--- src/rtl/xed_pkg.sv ---
package xed_pkg;

	localparam int MAX_REF_LEN = 16;
	localparam int QUEUE_DEPTH = 2;
	localparam int NAME_CNT    = 5;
	localparam int CODE_W      = 21;
	localparam int UTF_MAX     = 4;
	localparam int TCNT_W      = 3;

	localparam logic [CODE_W-1:0] CODE_MAX = 21'h1FFFFF;
	localparam logic [CODE_W-1:0] LIM_1    = 21'h00007F;
	localparam logic [CODE_W-1:0] LIM_2    = 21'h0007FF;
	localparam logic [CODE_W-1:0] LIM_3    = 21'h00FFFF;

	localparam logic [7:0] LEAD_2 = 8'hC0;
	localparam logic [7:0] LEAD_3 = 8'hE0;
	localparam logic [7:0] LEAD_4 = 8'hF0;
	localparam logic [7:0] CONT   = 8'h80;

	localparam logic [7:0] CH_AMP  = 8'h26;
	localparam logic [7:0] CH_HASH = 8'h23;
	localparam logic [7:0] CH_SEMI = 8'h3B;
	localparam logic [7:0] CH_X_LO = 8'h78;
	localparam logic [7:0] CH_X_UP = 8'h58;
	localparam logic [7:0] CH_0    = 8'h30;
	localparam logic [7:0] CH_9    = 8'h39;
	localparam logic [7:0] CH_A_LO = 8'h61;
	localparam logic [7:0] CH_F_LO = 8'h66;
	localparam logic [7:0] CH_A_UP = 8'h41;
	localparam logic [7:0] CH_F_UP = 8'h46;

	typedef enum logic [2:0] {
		MODE_IDLE,
		MODE_AMP,
		MODE_NAME,
		MODE_HASH,
		MODE_DIGIT
	} mode_t;

	typedef enum logic [2:0] {
		NAME_LT,
		NAME_AMP,
		NAME_GT,
		NAME_QUOT,
		NAME_APOS
	} name_t;

	typedef struct packed {
		logic [UTF_MAX-1:0][7:0] bytes;
		logic [TCNT_W-1:0]       cnt;
	} tail_t;

	function automatic logic [2:0] name_len(input logic [2:0] k);
		logic [2:0] r;
		case (k)
			NAME_LT:   r = 3'd3;
			NAME_AMP:  r = 3'd4;
			NAME_GT:   r = 3'd3;
			NAME_QUOT: r = 3'd5;
			NAME_APOS: r = 3'd5;
			default:   r = 3'd0;
		endcase
		return r;
	endfunction

	function automatic logic [7:0] name_out(input logic [2:0] k);
		logic [7:0] r;
		case (k)
			NAME_LT:   r = 8'h3C;
			NAME_AMP:  r = 8'h26;
			NAME_GT:   r = 8'h3E;
			NAME_QUOT: r = 8'h22;
			NAME_APOS: r = 8'h27;
			default:   r = 8'h00;
		endcase
		return r;
	endfunction

	function automatic logic [7:0] name_char(input logic [2:0] k, input logic [2:0] i);
		logic [7:0] r;
		r = 8'h00;
		case (k)
			NAME_LT: begin
				case (i)
					3'd0:    r = 8'h6C;
					3'd1:    r = 8'h74;
					3'd2:    r = CH_SEMI;
					default: r = 8'h00;
				endcase
			end
			NAME_AMP: begin
				case (i)
					3'd0:    r = 8'h61;
					3'd1:    r = 8'h6D;
					3'd2:    r = 8'h70;
					3'd3:    r = CH_SEMI;
					default: r = 8'h00;
				endcase
			end
			NAME_GT: begin
				case (i)
					3'd0:    r = 8'h67;
					3'd1:    r = 8'h74;
					3'd2:    r = CH_SEMI;
					default: r = 8'h00;
				endcase
			end
			NAME_QUOT: begin
				case (i)
					3'd0:    r = 8'h71;
					3'd1:    r = 8'h75;
					3'd2:    r = 8'h6F;
					3'd3:    r = 8'h74;
					3'd4:    r = CH_SEMI;
					default: r = 8'h00;
				endcase
			end
			NAME_APOS: begin
				case (i)
					3'd0:    r = 8'h61;
					3'd1:    r = 8'h70;
					3'd2:    r = 8'h6F;
					3'd3:    r = 8'h73;
					3'd4:    r = CH_SEMI;
					default: r = 8'h00;
				endcase
			end
			default: r = 8'h00;
		endcase
		return r;
	endfunction

endpackage

--- src/rtl/xed_front.sv ---
module xed_front #(
	parameter int MAX_REF_LEN = xed_pkg::MAX_REF_LEN,
	localparam int HC_W = $clog2(MAX_REF_LEN)
) (
	input  logic                          clk,
	input  logic                          arst_n,
	input  logic [7:0]                    in_byte,
	input  logic                          end_of_text,
	input  logic                          in_valid,
	output logic                          in_ready,
	input  logic                          q_full,
	output logic                          cmd_push,
	output logic [MAX_REF_LEN-1:0][7:0]   cmd_held,
	output logic [HC_W-1:0]               cmd_hcnt,
	output xed_pkg::tail_t                cmd_tail
);

	localparam int VAL_W = xed_pkg::CODE_W + 4;

	xed_pkg::mode_t mode_q, mode_d;
	logic [MAX_REF_LEN-1:0][7:0]    hb_q;
	logic [HC_W-1:0]                hc_q, hc_d;
	logic [xed_pkg::CODE_W-1:0]     code_q, code_d;
	logic                           hex_q, hex_d;
	logic                           ovf_q, ovf_d;
	logic [xed_pkg::NAME_CNT-1:0]   cand_q, cand_d;

	logic                           accept;
	logic                           is_amp, is_hash, is_semi, is_x;
	logic                           dig_ok;
	logic [3:0]                     dig_val;
	logic                           can_hold;
	logic [xed_pkg::NAME_CNT-1:0]   cand, hit, done;
	logic [2:0]                     npos;
	logic [7:0]                     name_sel;
	logic [VAL_W-1:0]               prod, nv;
	logic                           act_hold, act_name, act_enc, rescan;
	logic                           set_hex, dig_upd;
	xed_pkg::mode_t                 hold_mode;
	logic                           keep, start_ref;
	xed_pkg::tail_t                 enc;

	assign in_ready = !q_full;
	assign accept   = in_valid && !q_full;

	assign is_amp  = in_byte == xed_pkg::CH_AMP;
	assign is_hash = in_byte == xed_pkg::CH_HASH;
	assign is_semi = in_byte == xed_pkg::CH_SEMI;
	assign is_x    = in_byte == xed_pkg::CH_X_LO || in_byte == xed_pkg::CH_X_UP;

	assign can_hold = ((HC_W+1)'(hc_q) + (HC_W+1)'(1)) < (HC_W+1)'(MAX_REF_LEN);

	always_comb begin
		dig_ok  = 1'b0;
		dig_val = 4'd0;
		if (in_byte >= xed_pkg::CH_0 && in_byte <= xed_pkg::CH_9) begin
			dig_ok  = 1'b1;
			dig_val = 4'(in_byte - xed_pkg::CH_0);
		end else if (hex_q && in_byte >= xed_pkg::CH_A_LO && in_byte <= xed_pkg::CH_F_LO) begin
			dig_ok  = 1'b1;
			dig_val = 4'(in_byte - xed_pkg::CH_A_LO + 8'd10);
		end else if (hex_q && in_byte >= xed_pkg::CH_A_UP && in_byte <= xed_pkg::CH_F_UP) begin
			dig_ok  = 1'b1;
			dig_val = 4'(in_byte - xed_pkg::CH_A_UP + 8'd10);
		end
	end

	assign prod = hex_q ? {code_q, 4'b0000}
	                    : ({1'b0, code_q, 3'b000} + {3'b000, code_q, 1'b0});
	assign nv   = prod + VAL_W'(dig_val);

	assign cand = (mode_q == xed_pkg::MODE_AMP) ? '1 : cand_q;
	assign npos = 3'(hc_q - HC_W'(1));

	always_comb begin
		name_sel = 8'h00;
		for (int k = 0; k < xed_pkg::NAME_CNT; k++) begin
			hit[k]  = cand[k] && (hc_q <= HC_W'(xed_pkg::name_len(3'(k))))
			          && (xed_pkg::name_char(3'(k), npos) == in_byte);
			done[k] = hit[k] && (hc_q == HC_W'(xed_pkg::name_len(3'(k))));
			if (done[k])
				name_sel = xed_pkg::name_out(3'(k));
		end
	end

	always_comb begin
		act_hold  = 1'b0;
		act_name  = 1'b0;
		act_enc   = 1'b0;
		rescan    = 1'b0;
		set_hex   = 1'b0;
		dig_upd   = 1'b0;
		hold_mode = xed_pkg::MODE_IDLE;
		case (mode_q)
			xed_pkg::MODE_AMP, xed_pkg::MODE_NAME: begin
				if (mode_q == xed_pkg::MODE_AMP && is_hash) begin
					act_hold  = 1'b1;
					hold_mode = xed_pkg::MODE_HASH;
				end else if (|done) begin
					act_name = 1'b1;
				end else if (|hit && can_hold) begin
					act_hold  = 1'b1;
					hold_mode = xed_pkg::MODE_NAME;
				end else begin
					rescan = 1'b1;
				end
			end
			xed_pkg::MODE_HASH, xed_pkg::MODE_DIGIT: begin
				if (mode_q == xed_pkg::MODE_HASH && is_x) begin
					if (can_hold) begin
						act_hold  = 1'b1;
						set_hex   = 1'b1;
						hold_mode = xed_pkg::MODE_DIGIT;
					end else begin
						rescan = 1'b1;
					end
				end else if (is_semi) begin
					if (ovf_q)
						rescan = 1'b1;
					else
						act_enc = 1'b1;
				end else if (dig_ok && can_hold) begin
					act_hold  = 1'b1;
					dig_upd   = 1'b1;
					hold_mode = xed_pkg::MODE_DIGIT;
				end else begin
					rescan = 1'b1;
				end
			end
			default: begin
				rescan = 1'b1;
			end
		endcase
	end

	assign keep      = act_hold && !end_of_text;
	assign start_ref = rescan && is_amp && !end_of_text;

	always_comb begin
		mode_d = xed_pkg::MODE_IDLE;
		hc_d   = '0;
		code_d = '0;
		hex_d  = 1'b0;
		ovf_d  = 1'b0;
		cand_d = cand_q;
		if (keep) begin
			mode_d = hold_mode;
			hc_d   = hc_q + HC_W'(1);
			code_d = code_q;
			hex_d  = hex_q || set_hex;
			ovf_d  = ovf_q;
			cand_d = hit;
			if (dig_upd && !ovf_q) begin
				if (nv > VAL_W'(xed_pkg::CODE_MAX))
					ovf_d = 1'b1;
				else
					code_d = nv[xed_pkg::CODE_W-1:0];
			end
		end else if (start_ref) begin
			mode_d = xed_pkg::MODE_AMP;
			hc_d   = HC_W'(1);
		end
	end

	always_comb begin
		enc = '0;
		if (code_q <= xed_pkg::LIM_1) begin
			enc.bytes[0] = code_q[7:0];
			enc.cnt      = 3'd1;
		end else if (code_q <= xed_pkg::LIM_2) begin
			enc.bytes[0] = xed_pkg::LEAD_2 | {3'b000, code_q[10:6]};
			enc.bytes[1] = xed_pkg::CONT | {2'b00, code_q[5:0]};
			enc.cnt      = 3'd2;
		end else if (code_q <= xed_pkg::LIM_3) begin
			enc.bytes[0] = xed_pkg::LEAD_3 | {4'b0000, code_q[15:12]};
			enc.bytes[1] = xed_pkg::CONT | {2'b00, code_q[11:6]};
			enc.bytes[2] = xed_pkg::CONT | {2'b00, code_q[5:0]};
			enc.cnt      = 3'd3;
		end else begin
			enc.bytes[0] = xed_pkg::LEAD_4 | {5'b00000, code_q[20:18]};
			enc.bytes[1] = xed_pkg::CONT | {2'b00, code_q[17:12]};
			enc.bytes[2] = xed_pkg::CONT | {2'b00, code_q[11:6]};
			enc.bytes[3] = xed_pkg::CONT | {2'b00, code_q[5:0]};
			enc.cnt      = 3'd4;
		end
	end

	always_comb begin
		cmd_held = hb_q;
		cmd_hcnt = (rescan || (act_hold && end_of_text)) ? hc_q : '0;
		cmd_tail = '0;
		if (act_name) begin
			cmd_tail.bytes[0] = name_sel;
			cmd_tail.cnt      = 3'd1;
		end else if (act_enc) begin
			cmd_tail = enc;
		end else if ((rescan && (!is_amp || end_of_text)) || (act_hold && end_of_text)) begin
			cmd_tail.bytes[0] = in_byte;
			cmd_tail.cnt      = 3'd1;
		end
		cmd_push = accept && (cmd_hcnt != '0 || cmd_tail.cnt != '0);
	end

	always_ff @(posedge clk or negedge arst_n) begin
		if (!arst_n) begin
			mode_q <= xed_pkg::MODE_IDLE;
			hc_q   <= '0;
			code_q <= '0;
			hex_q  <= 1'b0;
			ovf_q  <= 1'b0;
			cand_q <= '0;
		end else if (accept) begin
			mode_q <= mode_d;
			hc_q   <= hc_d;
			code_q <= code_d;
			hex_q  <= hex_d;
			ovf_q  <= ovf_d;
			cand_q <= cand_d;
		end
	end

	always_ff @(posedge clk) begin
		if (accept && keep)
			hb_q[hc_q] <= in_byte;
		else if (accept && start_ref)
			hb_q[0] <= xed_pkg::CH_AMP;
	end

endmodule

--- src/rtl/xed_fifo.sv ---
module xed_fifo #(
	parameter int WIDTH = 8,
	parameter int DEPTH = xed_pkg::QUEUE_DEPTH
) (
	input  logic             clk,
	input  logic             arst_n,
	input  logic             push,
	input  logic [WIDTH-1:0] wdata,
	output logic             full,
	input  logic             pop,
	output logic [WIDTH-1:0] rdata,
	output logic             empty
);

	localparam int PW = (DEPTH > 1) ? $clog2(DEPTH) : 1;
	localparam int CW = $clog2(DEPTH + 1);

	logic [WIDTH-1:0] mem_q [DEPTH];
	logic [PW-1:0]    wr_q, rd_q;
	logic [CW-1:0]    cnt_q;

	assign full  = cnt_q == CW'(DEPTH);
	assign empty = cnt_q == '0;
	assign rdata = mem_q[rd_q];

	always_ff @(posedge clk or negedge arst_n) begin
		if (!arst_n) begin
			wr_q  <= '0;
			rd_q  <= '0;
			cnt_q <= '0;
		end else begin
			if (push)
				wr_q <= (wr_q == PW'(DEPTH - 1)) ? '0 : wr_q + PW'(1);
			if (pop)
				rd_q <= (rd_q == PW'(DEPTH - 1)) ? '0 : rd_q + PW'(1);
			if (push && !pop)
				cnt_q <= cnt_q + CW'(1);
			else if (pop && !push)
				cnt_q <= cnt_q - CW'(1);
		end
	end

	always_ff @(posedge clk) begin
		if (push)
			mem_q[wr_q] <= wdata;
	end

endmodule

--- src/rtl/xed_back.sv ---
module xed_back #(
	parameter int MAX_REF_LEN = xed_pkg::MAX_REF_LEN,
	localparam int HC_W = $clog2(MAX_REF_LEN)
) (
	input  logic                        clk,
	input  logic                        arst_n,
	input  logic                        q_empty,
	input  logic [MAX_REF_LEN-1:0][7:0] q_held,
	input  logic [HC_W-1:0]             q_hcnt,
	input  xed_pkg::tail_t              q_tail,
	output logic                        q_pop,
	output logic [7:0]                  out_byte,
	output logic                        last_of_run,
	output logic                        out_valid,
	input  logic                        out_ready
);

	logic                            cur_valid_q;
	logic [MAX_REF_LEN-1:0][7:0]     ch_q;
	logic [HC_W-1:0]                 chc_q;
	logic [xed_pkg::UTF_MAX-1:0][7:0] ct_q;
	logic [xed_pkg::TCNT_W-1:0]      ctc_q;
	logic                            ovalid_q;
	logic [7:0]                      obyte_q;
	logic                            olast_q;

	logic adv, emit, one_left, from_held;

	assign adv       = !ovalid_q || out_ready;
	assign emit      = cur_valid_q && adv;
	assign from_held = chc_q != '0;
	assign one_left  = (chc_q == HC_W'(1) && ctc_q == '0)
	                || (chc_q == '0 && ctc_q == xed_pkg::TCNT_W'(1));
	assign q_pop     = !q_empty && (!cur_valid_q || (emit && one_left));

	assign out_valid   = ovalid_q;
	assign out_byte    = obyte_q;
	assign last_of_run = olast_q;

	always_ff @(posedge clk or negedge arst_n) begin
		if (!arst_n) begin
			cur_valid_q <= 1'b0;
			chc_q       <= '0;
			ctc_q       <= '0;
			ovalid_q    <= 1'b0;
		end else begin
			if (q_pop) begin
				cur_valid_q <= 1'b1;
				chc_q       <= q_hcnt;
				ctc_q       <= q_tail.cnt;
			end else if (emit && one_left) begin
				cur_valid_q <= 1'b0;
				chc_q       <= '0;
				ctc_q       <= '0;
			end else if (emit) begin
				if (from_held)
					chc_q <= chc_q - HC_W'(1);
				else
					ctc_q <= ctc_q - xed_pkg::TCNT_W'(1);
			end
			if (emit)
				ovalid_q <= 1'b1;
			else if (out_ready)
				ovalid_q <= 1'b0;
		end
	end

	always_ff @(posedge clk) begin
		if (q_pop) begin
			ch_q <= q_held;
			ct_q <= q_tail.bytes;
		end else if (emit) begin
			if (from_held)
				ch_q <= ch_q >> 8;
			else
				ct_q <= ct_q >> 8;
		end
		if (emit) begin
			obyte_q <= from_held ? ch_q[0] : ct_q[0];
			olast_q <= one_left;
		end
	end

endmodule

--- src/rtl/xml_entity_decoder.sv ---
// Streaming decoder for XML character references, one text byte per transfer.
// Input channel: in_byte with end_of_text, on in_valid / in_ready. Plain bytes
// pass through; &lt; &amp; &gt; &quot; &apos; and &#ddd; / &#xhh; references
// become their character (numeric ones as 1 to 4 bytes of UTF-8). Bytes of an
// open reference are held back; a failing reference releases them literally.
// Output channel: out_byte with last_of_run, on out_valid / out_ready;
// last_of_run marks the final result byte caused by one input byte. An input
// byte that only extends a reference gives no output.
// Throughput, unless stalled: one input byte and one output byte per cycle. An
// input whose work yields k result bytes keeps the output busy until all k are
// sent; the command queue between the scanner and the emitter absorbs such
// runs, and the input stalls only when that queue (QUEUE_DEPTH entries) is
// full. The first result byte passes the queue and the emitter's registers.
// Reset clears the scanner state (no open reference), the queue and the output
// register; no clearing pass is needed. When the receiver holds out_ready low,
// the output byte holds, the emitter and queue fill, and in_ready then drops.
module xml_entity_decoder #(
	parameter int MAX_REF_LEN = xed_pkg::MAX_REF_LEN,
	parameter int QUEUE_DEPTH = xed_pkg::QUEUE_DEPTH
) (
	input  logic       clk,
	input  logic       arst_n,
	input  logic [7:0] in_byte,
	input  logic       end_of_text,
	input  logic       in_valid,
	output logic       in_ready,
	output logic [7:0] out_byte,
	output logic       last_of_run,
	output logic       out_valid,
	input  logic       out_ready
);

	localparam int HC_W  = $clog2(MAX_REF_LEN);
	localparam int CMD_W = MAX_REF_LEN * 8 + HC_W + $bits(xed_pkg::tail_t);

	logic                        cmd_push, q_full, q_empty, q_pop;
	logic [MAX_REF_LEN-1:0][7:0] cmd_held, q_held;
	logic [HC_W-1:0]             cmd_hcnt, q_hcnt;
	xed_pkg::tail_t              cmd_tail, q_tail;
	logic [CMD_W-1:0]            q_wdata, q_rdata;

	xed_front #(
		.MAX_REF_LEN(MAX_REF_LEN)
	) u_front (
		.clk        (clk),
		.arst_n     (arst_n),
		.in_byte    (in_byte),
		.end_of_text(end_of_text),
		.in_valid   (in_valid),
		.in_ready   (in_ready),
		.q_full     (q_full),
		.cmd_push   (cmd_push),
		.cmd_held   (cmd_held),
		.cmd_hcnt   (cmd_hcnt),
		.cmd_tail   (cmd_tail)
	);

	assign q_wdata = {cmd_held, cmd_hcnt, cmd_tail};
	assign {q_held, q_hcnt, q_tail} = q_rdata;

	xed_fifo #(
		.WIDTH(CMD_W),
		.DEPTH(QUEUE_DEPTH)
	) u_fifo (
		.clk   (clk),
		.arst_n(arst_n),
		.push  (cmd_push),
		.wdata (q_wdata),
		.full  (q_full),
		.pop   (q_pop),
		.rdata (q_rdata),
		.empty (q_empty)
	);

	xed_back #(
		.MAX_REF_LEN(MAX_REF_LEN)
	) u_back (
		.clk        (clk),
		.arst_n     (arst_n),
		.q_empty    (q_empty),
		.q_held     (q_held),
		.q_hcnt     (q_hcnt),
		.q_tail     (q_tail),
		.q_pop      (q_pop),
		.out_byte   (out_byte),
		.last_of_run(last_of_run),
		.out_valid  (out_valid),
		.out_ready  (out_ready)
	);

endmodule
--- config.mk ---
export PLATFORM = sky130hd
export DESIGN_NAME = xml_entity_decoder
export DESIGN_NICKNAME = d
export VERILOG_FILES = /design/src/rtl/xed_pkg.sv /design/src/rtl/xed_front.sv /design/src/rtl/xed_fifo.sv /design/src/rtl/xed_back.sv /design/src/rtl/xml_entity_decoder.sv
export SDC_FILE = /design/constraint.sdc
export NUM_CORES = 1
export LEC_CHECK = 0
export ABC_AREA = 1
export BUFFER_PORTS_ARGS = -buffer_cell sky130_fd_sc_hd__buf_4
export CORE_MARGIN = 3
export CORE_UTILIZATION = 50
export DETAILED_ROUTE_END_ITERATION = 8
export HOLD_SLACK_MARGIN = 0.15
export PLACE_DENSITY_LB_ADDON = 0.08
export REMOVE_ABC_BUFFERS = 1
export SYNTH_ARGS = -nofsm -noshare
export SYNTH_HDL_FRONTEND = slang
export SYNTH_HIERARCHICAL = 1
export SYNTH_SLANG_ARGS = --single-unit
--- constraint.sdc ---
create_clock -name clk -period 10.2 [get_ports clk]
set_input_delay 0.51 -clock clk [delete_from_list [all_inputs] [get_ports clk]]
set_output_delay 0.51 -clock clk [all_outputs]
set_load 0.05 [all_outputs]
==> results.json <==
{
  "drt_pass1_iterations": 7,
  "clkSinkCount": 679,
  "cp-end-kind": "flip-flop",
  "r2r-start": "u_front/hc_q[0]$_DFFE_PN0P_",
  "drt_iter0_drc": 1314,
  "cp_max_fo": 109,
  "cts_tree": "done",
  "status": "completed",
  "grt_pass1_wl_microns": 100100,
  "synth_cell_types": 55,
  "whs_endpoint": "u_front/cmd_held[88]$_DFFE_PP_",
  "ioPinCount": 24,
  "dp.final_hpwl_microns": 37940,
  "core_area_sq_um": 59240,
  "gp_routability_congestion": 0.8959,
  "synthTopCellsByArea": "edfxtp_1, nand2_1, mux2_4",
  "layout-drive-gt1-share_pct": 15.10,
  "rows": 89,
  "ctsResizeCount": 0,
  "yosysSeqAreaShare_pct": 66.95,
  "placed_cells": 3186,
  "ctsLongestPathBuffers": 3,
  "crit_required_ps": 10410,
  "root_buffer": "clkbuf_16",
  "die_w_microns": 251.3,
  "grt_max_degree": 168,
  "layout_worst_path_cycle_share_pct": 57.80,
  "cts.clk_slew.worst_paths_ps": 60,
  "postSynthAreaPerCell_sq_um": 12.24,
  "diodes": 0,
  "max_slew_margin_pct": 7.793,
  "rsz0062_at_grt": "false",
  "clk_latency_ps": 600,
  "antenna_found_initial": 0,
  "p_leak_nw": 12.94,
  "grt.overflow.total": 0,
  "worstSetupPathType": "flip-flop to flip-flop",
  "wl_microns": 63640,
  "start_util_pct": 50.80,
  "yosysWarningCount": 6,
  "grt_use_total_pct": 20.41,
  "synth_ff_type": "edfxtp_1",
  "drv_slew": 0,
  "synthCells": 2459,
  "nNetsFinal": 2542,
  "avgViaCountPerCell": 5.358,
  "cap_violations": 0,
  "synth.ff_latch_count": 679,
  "drtAntennaViolNets": 0,
  "layout_min_cycle_time_ps": 5896,
  "power_density_nw_per_um2": 245.7,
  "finalSetupViolations": 0,
  "arrival_ps": 6100,
  "reg2reg_depth": 24,
  "first_global_vias": 17804,
  "tns_ps": 0,
  "synth_edf_count": 631,
  "synth_common_cells": "nand2_1, edfxtp_1, inv_1",
  "die_y_microns": 251.3,
  "io_buffers": 23,
  "cts_hold_buf": 2,
  "r2r_setup_slack_ps": 4300,
  "h-tree-depth": 3,
  "wl_per_cell_microns": 19.19,
  "tightest_slew_ps": 1373,
  "cts_buffers": 72,
  "syn2layout_area_growth_pct": 9.945,
  "finalClockSkew_ps": 21.44,
  "yosysTopAreaCellShare_pct": 62.96,
  "timing_hold_violations_final": 0,
  "hold_path_class": "primary input to flip-flop",
  "final_cell_area_sq_um": 33090,
  "hold_depth": 1,
  "die-area_sq_um": 63170,
  "fin_cells": 3316,
  "fmax_mhz": 169.6,
  "peakVddDrop_mv": 0.2212,
  "hold_start": "in_byte[0]",
  "post_cts_buffers": 0,
  "drc": 0,
  "synth_top_area_cell": "edfxtp_1",
  "num_vias": 17767,
  "yosysMostFrequentCell": "nand2_1",
  "setup.worst_path.start_class": "flip-flop",
  "dpl-instance-area_sq_um": 30850,
  "synth-async-reset-ratio_pct": 7.069,
  "netlist_area_sq_um": 30090,
  "r2r-end": "u_fifo/mem_q[1][147]$_DFFE_PP_"
}
==> worst max-delay path by stage <==
stage,start,to,slack (ps)
2_1_floorplan,u_front/hc_q[0]$_DFFE_PN0P_,u_fifo/mem_q[0][0]$_DFFE_PP_,-410
3_3_place_gp,u_front/hc_q[0]$_DFFE_PN0P_,u_fifo/mem_q[1][149]$_DFFE_PP_,4290
3_5_place_dp,u_front/hc_q[0]$_DFFE_PN0P_,u_fifo/mem_q[1][118]$_DFFE_PP_,4310
4_1_cts,u_front/hc_q[0]$_DFFE_PN0P_,u_fifo/mem_q[1][166]$_DFFE_PP_,4270
5_1_grt,u_front/hc_q[0]$_DFFE_PN0P_,u_fifo/mem_q[1][147]$_DFFE_PP_,3830
6_report,u_front/hc_q[0]$_DFFE_PN0P_,u_fifo/mem_q[1][147]$_DFFE_PP_,4300
==> power breakdown <==
group          leakage [nW]  switching (mW)  internal, mW
combinational          5.35           0.985         0.678
sequential             6.54           0.207          3.82
clock                  1.04            1.03          1.41
total                  12.9            2.22          5.91
==> layer usage <==
layer / track usage (%) / routed length [microns] / up-vias
met5: 0 / 0 / -
met4: 6.050 / 1377 / 0
met3: 3.155 / 2639 / 109
met2: 33.81 / 30430 / 399
met1: 28.19 / 29200 / 8714
li1: - / - / 8545
==> cell type report <==
class / instances / area, sq um
clock buffer: 94 / 1927
clock inverter: 34 / 286.5
fill: 4910 / 26160
inverter: 179 / 684.4
multi-input combinational: 1522 / 8776
sequential: 679 / 20150
tap: 773 / 967.2
timing repair buffer: 35 / 292.8
==> registers in the layout, summed over array words and instances, names as in the netlist <==
register,flops
u_front/code_q,21
u_fifo/mem_q,334
u_back/out_valid,1
u_back/ctc_q,3
u_fifo/rd_q,1
u_back/ct_q,32
u_front/hex_q,1
u_front/mode_q,3
u_fifo/cnt_q,2
u_front/cmd_held,128
u_front/ovf_q,1
u_front/cand_q,5
u_front/hc_q,4
u_back/ch_q,128
u_back/out_byte,8
u_back/cur_valid_q,1
u_back/chc_q,4
u_fifo/wr_q,1
u_back/last_of_run,1
==> worst max-delay path: stages, from the launching register on <==
cell and delay, ps:
dfrtp_1 520, inv_1 210, ha_1 260, ha_1 340
inv_2 70, nand2_2 220, nand2_1 170, nor2_2 190
xor2_1 160, nand2_1 80, nor2_1 120, inv_1 90
a21o_1 160, nand2_1 70, nand3_1 90, nand2_1 80
nand2_1 70, nand2_2 100, nand2_1 50, nand2_1 120
o41ai_1 90, a21oi_1 320, nand2_1 180, inv_6 790
buf_4 850
==> stage by stage <==
| stage | setup slack (ps) | utilization (%) | hold WS (ps) | power (mW) |
|---|---|---|---|---|
| floorplan | -410.8 | - | 214.4 | 5.553 |
| global placement | 4295 | 52.08 | 421.7 | 5.751 |
| detailed placement | 4314 | 52.08 | 429.1 | 5.782 |
| CTS | 4273 | 55.85 | 302.4 | 8.246 |
| global route | 3828 | 55.85 | 319.2 | 8.544 |
| finish | 4304 | 55.85 | 327.2 | 8.128 |
==> cells by family after synthesis <==
family | Yosys count | synth area share (%)
AO/OA/AOI/OAI | 138 | 2.719
XOR/XNOR | 26 | 0.7567
other | 1 | 0.01246
adder cells (fa/ha/maj) | 40 | 1.713
AND/OR/NAND/NOR | 1148 | 16.26
flip-flops | 679 | 66.95
multiplexers | 167 | 7.509
buffers and inverters | 260 | 4.070
==> placed cells by master, fill, tap and decap left out, types with 14 or more instances in the layout <==
cell,synthesis,final
dfrtp_1,48,47
o21ai_0,43,43
clkbuf_16,0,74
clkbuf_1,15,20
clkinv_1,3,14
ha_1,38,38
xor2_1,21,21
a21oi_1,40,38
inv_2,14,14
nor2_1,148,147
edfxtp_1,631,631
mux2_4,101,101
nand4_1,39,39
inv_1,159,158
nand2_1,771,771
buf_4,14,31
mux2_2,66,66
nand3_2,24,24
nor3_1,17,15
nand3_1,97,97
No activity file was read; power rests on OpenSTA's default activity.
